==> config.mk <==
export PLATFORM = sky130hd
export DESIGN_NAME = lmp_ctrl
export DESIGN_NICKNAME = d
export VERILOG_FILES = /design/src/rtl/lmp_pkg.sv /design/src/rtl/lmp_ctrl.sv
export VERILOG_INCLUDE_DIRS = /design/src /design/src/rtl
export SDC_FILE = /design/constraint.sdc
export NUM_CORES = 1
export LEC_CHECK = 0
export BUFFER_PORTS_ARGS = -buffer_cell sky130_fd_sc_hd__buf_4
export CAP_MARGIN = 20
export CORE_ASPECT_RATIO = 1.1
export CORE_UTILIZATION = 41
export DETAILED_ROUTE_END_ITERATION = 8
export GPL_TIMING_DRIVEN = 0
export SYNTH_ARGS = -nofsm -noshare
export SYNTH_HDL_FRONTEND = slang
export SYNTH_SLANG_ARGS = --single-unit
==> constraint.sdc <==
create_clock -name clk -period 3.5 [get_ports clk]
set_input_delay 0.175 -clock clk [delete_from_list [all_inputs] [get_ports clk]]
set_output_delay 0.175 -clock clk [all_outputs]
set_load 0.05 [all_outputs]
==> src/rtl/assert_macros.svh <==
// assertion macros used by the block's controller
// no dependencies
`ifndef ASSERT_MACROS_SVH
`define ASSERT_MACROS_SVH

// same-cycle implication
`define ASSERT_IMP(label, clk, rst, ante, cons) \
  label: assert property (@(posedge clk) disable iff (rst) (ante) |-> (cons)) \
    else $error("assertion failed");

// next-cycle implication
`define ASSERT_NXT(label, clk, rst, ante, cons) \
  label: assert property (@(posedge clk) disable iff (rst) (ante) |=> (cons)) \
    else $error("assertion failed");

`endif

==> src/rtl/lmp_pkg.sv <==
// types and constants of the limb middle product block
// no dependencies
`timescale 1ns / 1ps

package lmp_pkg;

  localparam int LIMB_W      = 52;
  localparam int HALF_W      = LIMB_W / 2;
  localparam int PROD_W      = 2 * LIMB_W;
  localparam int WORD_W      = 64;
  localparam int MAX_COEFFS  = 64;
  localparam int COEFF_AW    = $clog2(MAX_COEFFS);
  localparam int DIGIT_DEPTH = 2 * MAX_COEFFS;
  localparam int DIGIT_AW    = $clog2(DIGIT_DEPTH);
  localparam int CNT_W       = 7;
  localparam int STEP_W      = COEFF_AW + 1;

  localparam logic [CNT_W-1:0] COUNT_RESET = CNT_W'(24);
  localparam logic [CNT_W-1:0] CNT_MAX     = CNT_W'(MAX_COEFFS);
  localparam logic [CNT_W-1:0] CNT_SAT     = CNT_W'(MAX_COEFFS + 1);

  typedef enum logic [1:0] {
    CMD_LOAD  = 2'd0,
    CMD_START = 2'd1,
    CMD_PUSH  = 2'd2
  } cmd_code_t;

  typedef struct packed {
    logic                coef_we;
    logic [COEFF_AW-1:0] coef_waddr;
    logic                digit_we;
    logic [DIGIT_AW-1:0] digit_waddr;
    logic                rd_valid;
    logic [COEFF_AW-1:0] rd_coef_addr;
    logic [DIGIT_AW-1:0] rd_digit_addr;
    logic                rd_zero;
    logic                rd_hi;
    logic                acc_clear;
    logic                out_load;
  } ctrl_cmd_t;

  typedef struct packed {
    logic pipe_busy;
  } dp_status_t;

endpackage

==> src/rtl/lmp_ctrl.sv <==
// controller: command decode, digit ring pointer, product sequencing
// depends on lmp_pkg and assert_macros.svh
`timescale 1ns / 1ps
`include "assert_macros.svh"

module lmp_ctrl (
  input  logic                          clk,
  input  logic                          rst,
  input  logic                          cfg_we,
  input  logic [lmp_pkg::CNT_W-1:0]     cfg_wdata,
  input  logic                          in_valid,
  input  logic [1:0]                    in_cmd,
  input  logic [lmp_pkg::COEFF_AW-1:0]  in_index,
  output logic                          in_ready,
  output logic                          out_valid,
  input  logic                          out_ready,
  output lmp_pkg::ctrl_cmd_t            cmd,
  input  lmp_pkg::dp_status_t           status
);

  typedef enum logic [1:0] {
    S_IDLE,
    S_RUN,
    S_DRAIN
  } state_t;

  state_t                         state;
  logic [lmp_pkg::CNT_W-1:0]      coeff_count;
  logic [lmp_pkg::DIGIT_AW-1:0]   wp;
  logic [lmp_pkg::CNT_W-1:0]      cnt;
  logic [lmp_pkg::STEP_W-1:0]     step;

  logic [lmp_pkg::CNT_W-1:0]      n_act;
  logic [lmp_pkg::CNT_W-1:0]      n_m1;
  logic [lmp_pkg::STEP_W-1:0]     last_step;
  logic [lmp_pkg::CNT_W-1:0]      cnt_inc;
  logic [lmp_pkg::CNT_W-1:0]      k;
  logic                           accept;
  logic                           emit;
  logic                           out_free;

  always_comb begin
    if (coeff_count == '0) begin
      n_act = lmp_pkg::CNT_W'(1);
    end else if (coeff_count > lmp_pkg::CNT_MAX) begin
      n_act = lmp_pkg::CNT_MAX;
    end else begin
      n_act = coeff_count;
    end
  end

  assign n_m1      = n_act - lmp_pkg::CNT_W'(1);
  assign last_step = {n_m1[lmp_pkg::COEFF_AW-1:0], 1'b1};
  assign cnt_inc   = (cnt == lmp_pkg::CNT_SAT) ? cnt : cnt + lmp_pkg::CNT_W'(1);
  assign in_ready  = (state == S_IDLE);
  assign accept    = in_valid && in_ready;
  assign emit      = (in_cmd == lmp_pkg::CMD_PUSH) && (cnt_inc >= n_act);
  assign out_free  = !out_valid || out_ready;
  // digit age: even steps take the low half, odd steps the high half
  assign k = lmp_pkg::CNT_W'(step[lmp_pkg::STEP_W-1:1]) + lmp_pkg::CNT_W'(step[0]);

  always_comb begin
    cmd               = '0;
    cmd.coef_waddr    = in_index;
    cmd.digit_waddr   = wp + lmp_pkg::DIGIT_AW'(1);
    cmd.rd_coef_addr  = step[lmp_pkg::STEP_W-1:1];
    cmd.rd_digit_addr = wp - lmp_pkg::DIGIT_AW'(k);
    cmd.rd_zero       = (k >= cnt);
    cmd.rd_hi         = step[0];
    cmd.rd_valid      = (state == S_RUN);
    cmd.out_load      = (state == S_DRAIN) && !status.pipe_busy && out_free;
    if (accept) begin
      case (in_cmd)
        lmp_pkg::CMD_LOAD: begin
          cmd.coef_we = 1'b1;
        end
        lmp_pkg::CMD_PUSH: begin
          cmd.digit_we  = 1'b1;
          cmd.acc_clear = emit;
        end
        default: begin
        end
      endcase
    end
  end

  always_ff @(posedge clk) begin
    if (rst) begin
      state       <= S_IDLE;
      coeff_count <= lmp_pkg::COUNT_RESET;
      wp          <= '0;
      cnt         <= '0;
      step        <= '0;
      out_valid   <= 1'b0;
    end else begin
      if (cfg_we) begin
        coeff_count <= cfg_wdata;
      end
      if (cmd.out_load) begin
        out_valid <= 1'b1;
      end else if (out_valid && out_ready) begin
        out_valid <= 1'b0;
      end
      case (state)
        S_IDLE: begin
          if (accept) begin
            case (in_cmd)
              lmp_pkg::CMD_START: begin
                cnt <= '0;
              end
              lmp_pkg::CMD_PUSH: begin
                wp  <= wp + lmp_pkg::DIGIT_AW'(1);
                cnt <= cnt_inc;
                if (emit) begin
                  step  <= '0;
                  state <= S_RUN;
                end
              end
              default: begin
              end
            endcase
          end
        end
        S_RUN: begin
          step <= step + lmp_pkg::STEP_W'(1);
          if (step == last_step) begin
            state <= S_DRAIN;
          end
        end
        S_DRAIN: begin
          if (!status.pipe_busy && out_free) begin
            state <= S_IDLE;
          end
        end
        default: begin
          state <= S_IDLE;
        end
      endcase
    end
  end

  `ASSERT_IMP(a_load_when_drained, clk, rst, cmd.out_load, !status.pipe_busy && state == S_DRAIN)
  `ASSERT_IMP(a_cnt_bounded, clk, rst, 1'b1, cnt <= lmp_pkg::CNT_SAT)
  `ASSERT_NXT(a_emit_starts_run, clk, rst, accept && emit, state == S_RUN && step == '0)
  `ASSERT_IMP(a_no_write_while_run, clk, rst, cmd.rd_valid, !cmd.coef_we && !cmd.digit_we)

endmodule

# == After elaboration in Yosys (flattened, before gate mapping) ==
# Index checks and enable logic that the tools add are counted.
# classes
reduce_logical,19
order_cmp,3
n_eq_ne,11
addsub,6
n_mux,22
# ops
operator,n
$mux W7,6
$pmux W7 S2,2
$add A7 B1 Y7 const B,3
$ge A7 B7 Y1,2
$mux W2,5
$ne A2 B1 Y1 const B,5
$mux W1,8
$add A6 B1 Y7,1
$eq A7 B7 Y1,1
$eq A7 B7 Y1 const B,1
$gt A7 B7 Y1 const B,1
$logic_not A7 Y1,1
$sub A7 B7 Y7,1
$logic_and A1 B1 Y1,6
$pmux W2 S3,1
$reduce_and A3 Y1,2
$reduce_bool A2 Y1,3
$sub A6 B1 Y6 const B,1
$reduce_and A5 Y1,1
$eq A2 B1 Y1 const B,2
$eq A2 B2 Y1 const B,2
$logic_not A2 Y1,2
$reduce_and A4 Y1,1
$logic_not A1 Y1,2
$logic_or A1 B1 Y1,1
# word_totals
register_bits,31
out_inout_bits,35
input_bits,21
word_cells,67

# == Longest topological paths before layout ==
# Gate-level depths: netlist of the first run.
# depth
word_depth,9
ltp_mapped,13
mapped_depth_nobuf,13

# == Worst setup path before layout of the first run ==
# Ideal clock, no wire load.
# synth_timing
path_kind,register -> output
startpoint,reg step[1] (netlist name)
endpoint,out cmd[10] (netlist name)
slack_ns,0.366
path_buffers,0
arrival_time_ns,2.959
required_time_ns,3.325
path_stages_with_launch,11
cell_sequence,dfxtp_1 -> ha_1 -> ha_1 -> xor2_1 -> inv_1 -> ha_1 -> a21o_1 -> a21oi_1 -> o21bai_1 -> a21oi_1 -> xnor2_1
# synth_lines
item,line_no,source
start: declaration,lmp_ctrl.sv:31,logic [lmp_pkg::STEP_W-1:0] step;
start signal: assignment,lmp_ctrl.sv:125,step <= step + lmp_pkg::STEP_W'(1);
end: declaration,lmp_ctrl.sv:17,"output lmp_pkg::ctrl_cmd_t cmd,"

==> qor.yml, run 1 <==
sta:
  max-slew-margin-rel_pct: 60.0
  fin_ws_ps: 252
  period_needed_ps: 3250
  worstMarginPinSlew_ps: 599
  drv_slew: 0
  setup_viol: 0
  skew_ps: 8.45
  rsz0062_at_grt: "false"
  hold_viol: 0
  fin_setup_tns_ps: 0
  finalCritPeriodShare_pct: 92.8
  fmax_mhz: 308
yosys:
  yosysUniqueCellTypes: 43
  syn_inst: 309
  seq_area_frac_synth_pct: 25.4
  netlist_area_mm2: 0.00244
  synth_fp_nets: 358
  syn_area_per_cell_um2: 7.89
  ys_warn_count: 0
  ys_ff_latch: 31
drt:
  vias: 2217
  wirelength_um: 5840
  drt_iter0_drc: 69
  vias_per_cell: 5.03
  ant_nets: 0
  drt_first_pass_iters: 4
  drc: 0
  post_drt_wl_per_cell_um: 13.2
global_routing:
  antenna_found_initial: 0
  grt_pass1_wl_um: 9760
  grt_overflow: 0
  grt_pass1_vias: 1981
  grt_usage_pct: 20.6
  grt_max_degree: 11
die:
  rows: 29
  die_x_um: 75.5
  die_area_mm2: 0.00626
  ios: 56
  start_util_pct: 42.3
  design.core.area_mm2: 0.00577
  die_h_um: 82.9
hold_path:
  hp-class: "in2reg"
cells_and_area:
  final_cells: 441
  mostFrequentLayoutCells: "buf_4 (53), nand2_1 (32), dfxtp_1 (31), a21oi_1 (30), nor2_1 (29)"
  final_cell_area_mm2: 0.00301
  antenna_cells: 0
  drive_gt1_share_pct: 20.1
  mostFrequentLayoutCell: "buf_4"
  syn_to_final_growth_pct: 23.4
  final_nets: 412
power_and_ir_drop:
  clkPwrFrac_pct: 41.5
  p_seq_share_pct: 41.2
  switching_share_pct: 27.4
  finalPower_mw: 0.898
  power_density_mw_per_mm2: 298
  peakVddDrop_v: 0.000180
  switchingPower_mw: 0.246
  combPwrFrac_pct: 17.3
  power_leakage_nw: 1.31
  p_int_mw: 0.652
placed_design:
  place_ws_ps: 408
  dp_cells: 433
  hpwl_um: 4610
  dpl_cell_area_mm2: 0.00289
  io_buffer_count: 47
  gp_congestion: 0.843
setup_path:
  worstSetupStartpointType: "flop"
  path_class: "reg2out"
  required_ps: 3320
  end_kind: "primary output"
  worstPathMaxFanout: 9
  cp_data_arrival_time_ps: 3070
clock_tree:
  cts_tree: "yes"
  cts_buffers: 5
  cts.path.max_buffers: 2
  cts.sinks: 31
  cts_setup_buffers: 0
  htreeDepth: 2
  cts-root-buf: "clkbuf_8"
  clock_latency_ps: 290
  clkTransAtPathRegs_ps: 70
  ctsHoldBuffers: 0
run:
  cap_violations: 0
run_status:
  outcome: "complete, no violations"
[power groups by stage]
stage	clock (mW)	sequential (mW)	combinational [mW]
after floorplan	0	0.375	0.112
after detailed placement	0	0.378	0.155
after CTS	0.384	0.370	0.155
after global routing	0.398	0.371	0.172
after global placement	0	0.378	0.153
final	0.373	0.370	0.156
[registers in the layout, indices dropped and copies added, names as in the netlist]
name / flops
wp: 7
cnt: 7
out_valid: 1
state: 2
coeff_count: 7
step: 7
[layer usage]
metal,up-vias,part of all wire [%],track usage [%]
li1,1171,-,-
met1,992,48,28.5
met2,46,46,32.1
met3,8,3.8,4.00
met4,0,1.9,5.89
met5,-,0,0
[final timing paths]
path              cells after the start         start        endpoint  slack (ps)
setup / recovery                     12        cnt[0]          cmd[1]         250
hold / removal                        3  cfg_wdata[4]  coeff_count[4]          90
setup reg to reg                     11        cnt[0]         step[5]         510
hold reg to reg                       2     out_valid       out_valid         520
[logic make-up after synthesis]
family                   synth area share (%)
buffers and inverters                    6.93
flip-flops                               25.4
XOR/XNOR                                 10.4
AO/OA/AOI/OAI                            16.0
multiplexers                             3.80
AND/OR/NAND/NOR                          22.7
adder cells (fa/ha/maj)                  14.7
[timing repair]
| item | 4_1_cts | 5_1_grt |
|---|---|---|
| resized for setup | 0 | 2 |
| hold endpoints to repair | 0 | 0 |
| endpoints found under the setup margin | 0 | 3 |
[synth_stat cells]
| master | count | share of area [%] |
|---|---|---|
| nand2_1 | 32 | 4.9 |
| dfxtp_1 | 31 | 25 |
| a21oi_1 | 30 | 6.2 |
| nor2_1 | 29 | 4.5 |
| ha_1 | 27 | 14 |
| inv_1 | 24 | 3.7 |
| xnor2_1 | 21 | 7.5 |
| a21o_1 | 9 | 2.8 |
| nand3_1 | 9 | 1.8 |
| clkbuf_1 | 8 | 1.2 |
| xor2_1 | 8 | 2.9 |
| mux2i_1 | 7 | 2.9 |
| a22oi_1 | 6 | 1.8 |
| buf_4 | 6 | 1.8 |
| o21ai_0 | 6 | 1.2 |
| or3_1 | 6 | 1.5 |
| nand2b_1 | 5 | 1.3 |
| a211oi_1 | 4 | 1.2 |
| nor2b_1 | 4 | 1.0 |
| nor3_1 | 4 | 0.82 |
| nor3b_1 | 3 | 0.92 |
| and3_1 | 2 | 0.51 |
| mux2_2 | 2 | 0.92 |
| nand3b_1 | 2 | 0.62 |
| o211ai_1 | 2 | 0.62 |
| o21bai_1 | 2 | 0.62 |
| o22ai_1 | 2 | 0.51 |
| o32ai_1 | 2 | 0.72 |
| or2_2 | 2 | 0.51 |
| and2_1 | 1 | 0.26 |
| and2_2 | 1 | 0.31 |
| and3b_1 | 1 | 0.36 |
| fa_1 | 1 | 0.82 |
| inv_2 | 1 | 0.15 |
| nand2_2 | 1 | 0.26 |
| nand4_1 | 1 | 0.26 |
| nand4bb_1 | 1 | 0.46 |
| nor4_2 | 1 | 0.51 |
| nor4b_2 | 1 | 0.62 |
| o21a_1 | 1 | 0.31 |
| or3b_2 | 1 | 0.36 |
| or4_4 | 1 | 0.46 |
| or4b_1 | 1 | 0.41 |
[final cells by class]
| type | count | area, um2 |
|---|---|---|
| clock inverter | 2 | 35.0 |
| clock buffer | 6 | 82.6 |
| timing repair buffer | 47 | 353 |
| tap | 77 | 96.3 |
| sequential | 31 | 621 |
| multi-input combinational | 239 | 1650 |
| inverter | 25 | 93.8 |
| buffer | 14 | 75.1 |
| fill | 598 | 2760 |
[worst max-delay path: stages (launching register included)]
cell and delay, ps:
dfxtp_1 500, ha_1 200, nor2b_1 270, nand2_1 170, a21oi_1 260, ha_1 300
and3_1 170, nand3_1 60, nor3b_2 280, a21oi_1 110, nor2_1 160, nor2_1 90
buf_4 210
[stage by stage]
step	hold slack, ps	util (%)
floorplan	304	-
global placement	395	50.1
detailed placement	393	50.1
CTS	87.5	52.1
global route	110	52.2
finish	94.6	52.2
No activity file was read; power rests on OpenSTA's default activity.
==> run 2: changes to the inputs <==
--- a/config.mk
+++ b/config.mk
@@ -12,6 +12,7 @@
 export CORE_UTILIZATION = 41
 export DETAILED_ROUTE_END_ITERATION = 8
 export GPL_TIMING_DRIVEN = 0
+export REMOVE_ABC_BUFFERS = 1
 export SYNTH_ARGS = -nofsm -noshare
 export SYNTH_HDL_FRONTEND = slang
 export SYNTH_SLANG_ARGS = --single-unit
==> qor.yml, run 2 (synthesized netlist as in run 1, its figures left out) <==
clock_tree:
  cts.sinks: 31  # unchanged
  htreeDepth: 2  # unchanged
  cts-root-buf: "clkbuf_8"
  clkTransAtPathRegs_ps: 70  # about the same
  cts_setup_buffers: 0  # unchanged
  clock_latency_ps: 290  # about the same
  cts_tree: "yes"
  cts.path.max_buffers: 2  # unchanged
  cts_buffers: 5  # unchanged
die:
  design.core.area_mm2: 0.00577  # unchanged
  die_x_um: 75.5  # unchanged
  start_util_pct: 42.3  # unchanged
  ios: 56  # unchanged
  rows: 29  # unchanged
  die_h_um: 82.9  # unchanged
  die_area_mm2: 0.00626  # unchanged
run_status:
  outcome: "complete, no violations"
sta:
  finalCritPeriodShare_pct: 90.7  # -2.1 points
  skew_ps: 3.18  # -5.27 ps
  drv_slew: 0  # unchanged
  max-slew-margin-rel_pct: 63.1  # +3.1 points
  rsz0062_at_grt: "false"
  hold_viol: 0  # unchanged
  fmax_mhz: 315  # +2.3%
  setup_viol: 0  # unchanged
  period_needed_ps: 3170  # -74.5 ps
  worstMarginPinSlew_ps: 550  # -48.9 ps
  fin_setup_tns_ps: 0  # unchanged
setup_path:
  cp_data_arrival_time_ps: 3000  # -70 ps
  end_kind: "primary output"
  path_class: "reg2out"
  worstSetupStartpointType: "flop"
  reg2regPathDepth: 11  # unchanged
  required_ps: 3320  # about the same
  r2r_setup_slack_ps: 370  # -140 ps
  worstPathMaxFanout: 9  # unchanged
global_routing:
  grt_pass1_wl_um: 9380  # -3.9%
  antenna_found_initial: 0  # unchanged
  grt_overflow: 0  # unchanged
  grt_max_degree: 27  # +16
  grt_pass1_vias: 2009  # +1.4%
  grt_usage_pct: 19.6  # -0.98 points
cells_and_area:
  final_nets: 394  # -4.4%
  final_cells: 423  # -4.1%
  mostFrequentLayoutCells: "buf_4 (43), nand2_1 (32), dfxtp_1 (31), a21oi_1 (30), nor2_1 (29)"
  mostFrequentLayoutCell: "buf_4"
  multi_input_area_mm2: 0.00165  # unchanged
  nFillCells: 577  # -3.5%
  drive_gt1_share_pct: 18.2  # -1.8 points
  syn_to_final_growth_pct: 19.1
  antenna_cells: 0  # unchanged
  seq_area_um2: 621  # unchanged
drt:
  drt_first_pass_iters: 6  # +2
  drt_iter0_drc: 91  # +32%
  vias_per_cell: 5.12  # +1.8%
  drc: 0  # unchanged
  post_drt_wl_per_cell_um: 13.2  # -0.33%
  routed.top_layer: "met4"
  wl_met2_um: 2400  # -10%
  vias: 2164  # -2.4%
  wirelength_um: 5580  # -4.4%
  ant_nets: 0  # unchanged
  m1WireLength_um: 2750  # -2.9%
  wl_met3_um: 252  # +15%
run:
  cap_violations: 0  # unchanged
placed_design:
  dp_cells: 415  # -4.2%
  io_buffer_count: 43  # -8.5%
  gp_congestion: 0.822  # -2.4%
  hpwl_um: 4250  # -7.8%
hold_path:
  hp-class: "in2reg"
  min_path_cells: 3  # unchanged
power_and_ir_drop:
  power_density_mw_per_mm2: 302  # +1.2%
  power_leakage_nw: 1.25  # -4.4%
  peakVddDrop_v: 0.000179  # -0.37%
## run 2: changes by cell type in the layout (fill, tap and decap cells not counted), sizes merged
cell and delta:
buf -10, clkbuf -8
## run 2: routing by layer
metal / GRT usage (%) / vias up
met5: 0 / -
met4: 8.75 / 0
met3: 5.22 / 13
met2: 28.2 / 53
met1: 27.0 / 968
li1: - / 1130
## run 2: report_power, final
part           internal, mW  switching, mW
Combinational        0.0541         0.0766
Sequential            0.359         0.0111
Clock                 0.230          0.147
## run 2: area by class of cell
class	count	share of cell area (%)
multi-input combinational	239	56.9
timing repair buffer	43	11.1
clock buffer	6	2.84
inverter	25	3.23
clock inverter	2	1.21
tap	77	3.32
sequential	31	21.4
## run 2: critical path, stage by stage, from the launching register on
cell and delay, ps:
dfxtp_1 520, ha_1 190, nor2b_1 260, nand2_1 150, a21oi_1 240, ha_1 290, and3_1 170, nand3_1 60
nor3b_2 270, a21oi_1 110, nor2_1 170, nor2_1 70, buf_4 200
## run 2: path summary, 6_finish.rpt
path                startpoint              to
setup / recovery        cnt[0]          cmd[1]
hold / removal    cfg_wdata[3]  coeff_count[3]
setup reg to reg        cnt[0]         step[5]
hold reg to reg      out_valid       out_valid
## run 2: per-stage QoR
step / hold WS (ps) / instance area, um2 / setup WS [ps] / utilization, % / total power [mW]
5_1_grt: 103 / 2910 / 33.0 / 50.4 / 0.916
6_report: 98.7 / 2910 / 326 / 50.4 / 0.878
4_1_cts: 96.3 / 2900 / 123 / 50.3 / 0.887
3_5_place_dp: 350 / 2780 / 411 / 48.2 / 0.509
3_3_place_gp: 350 / 2780 / 436 / 48.2 / 0.507
2_1_floorplan: 244 / 2360 / 366 / - / 0.463
## run 2: timing repair
item,in CTS,in global routing
hold buffers,0,0
setup endpoints to repair,0,1
resized for setup,0,1
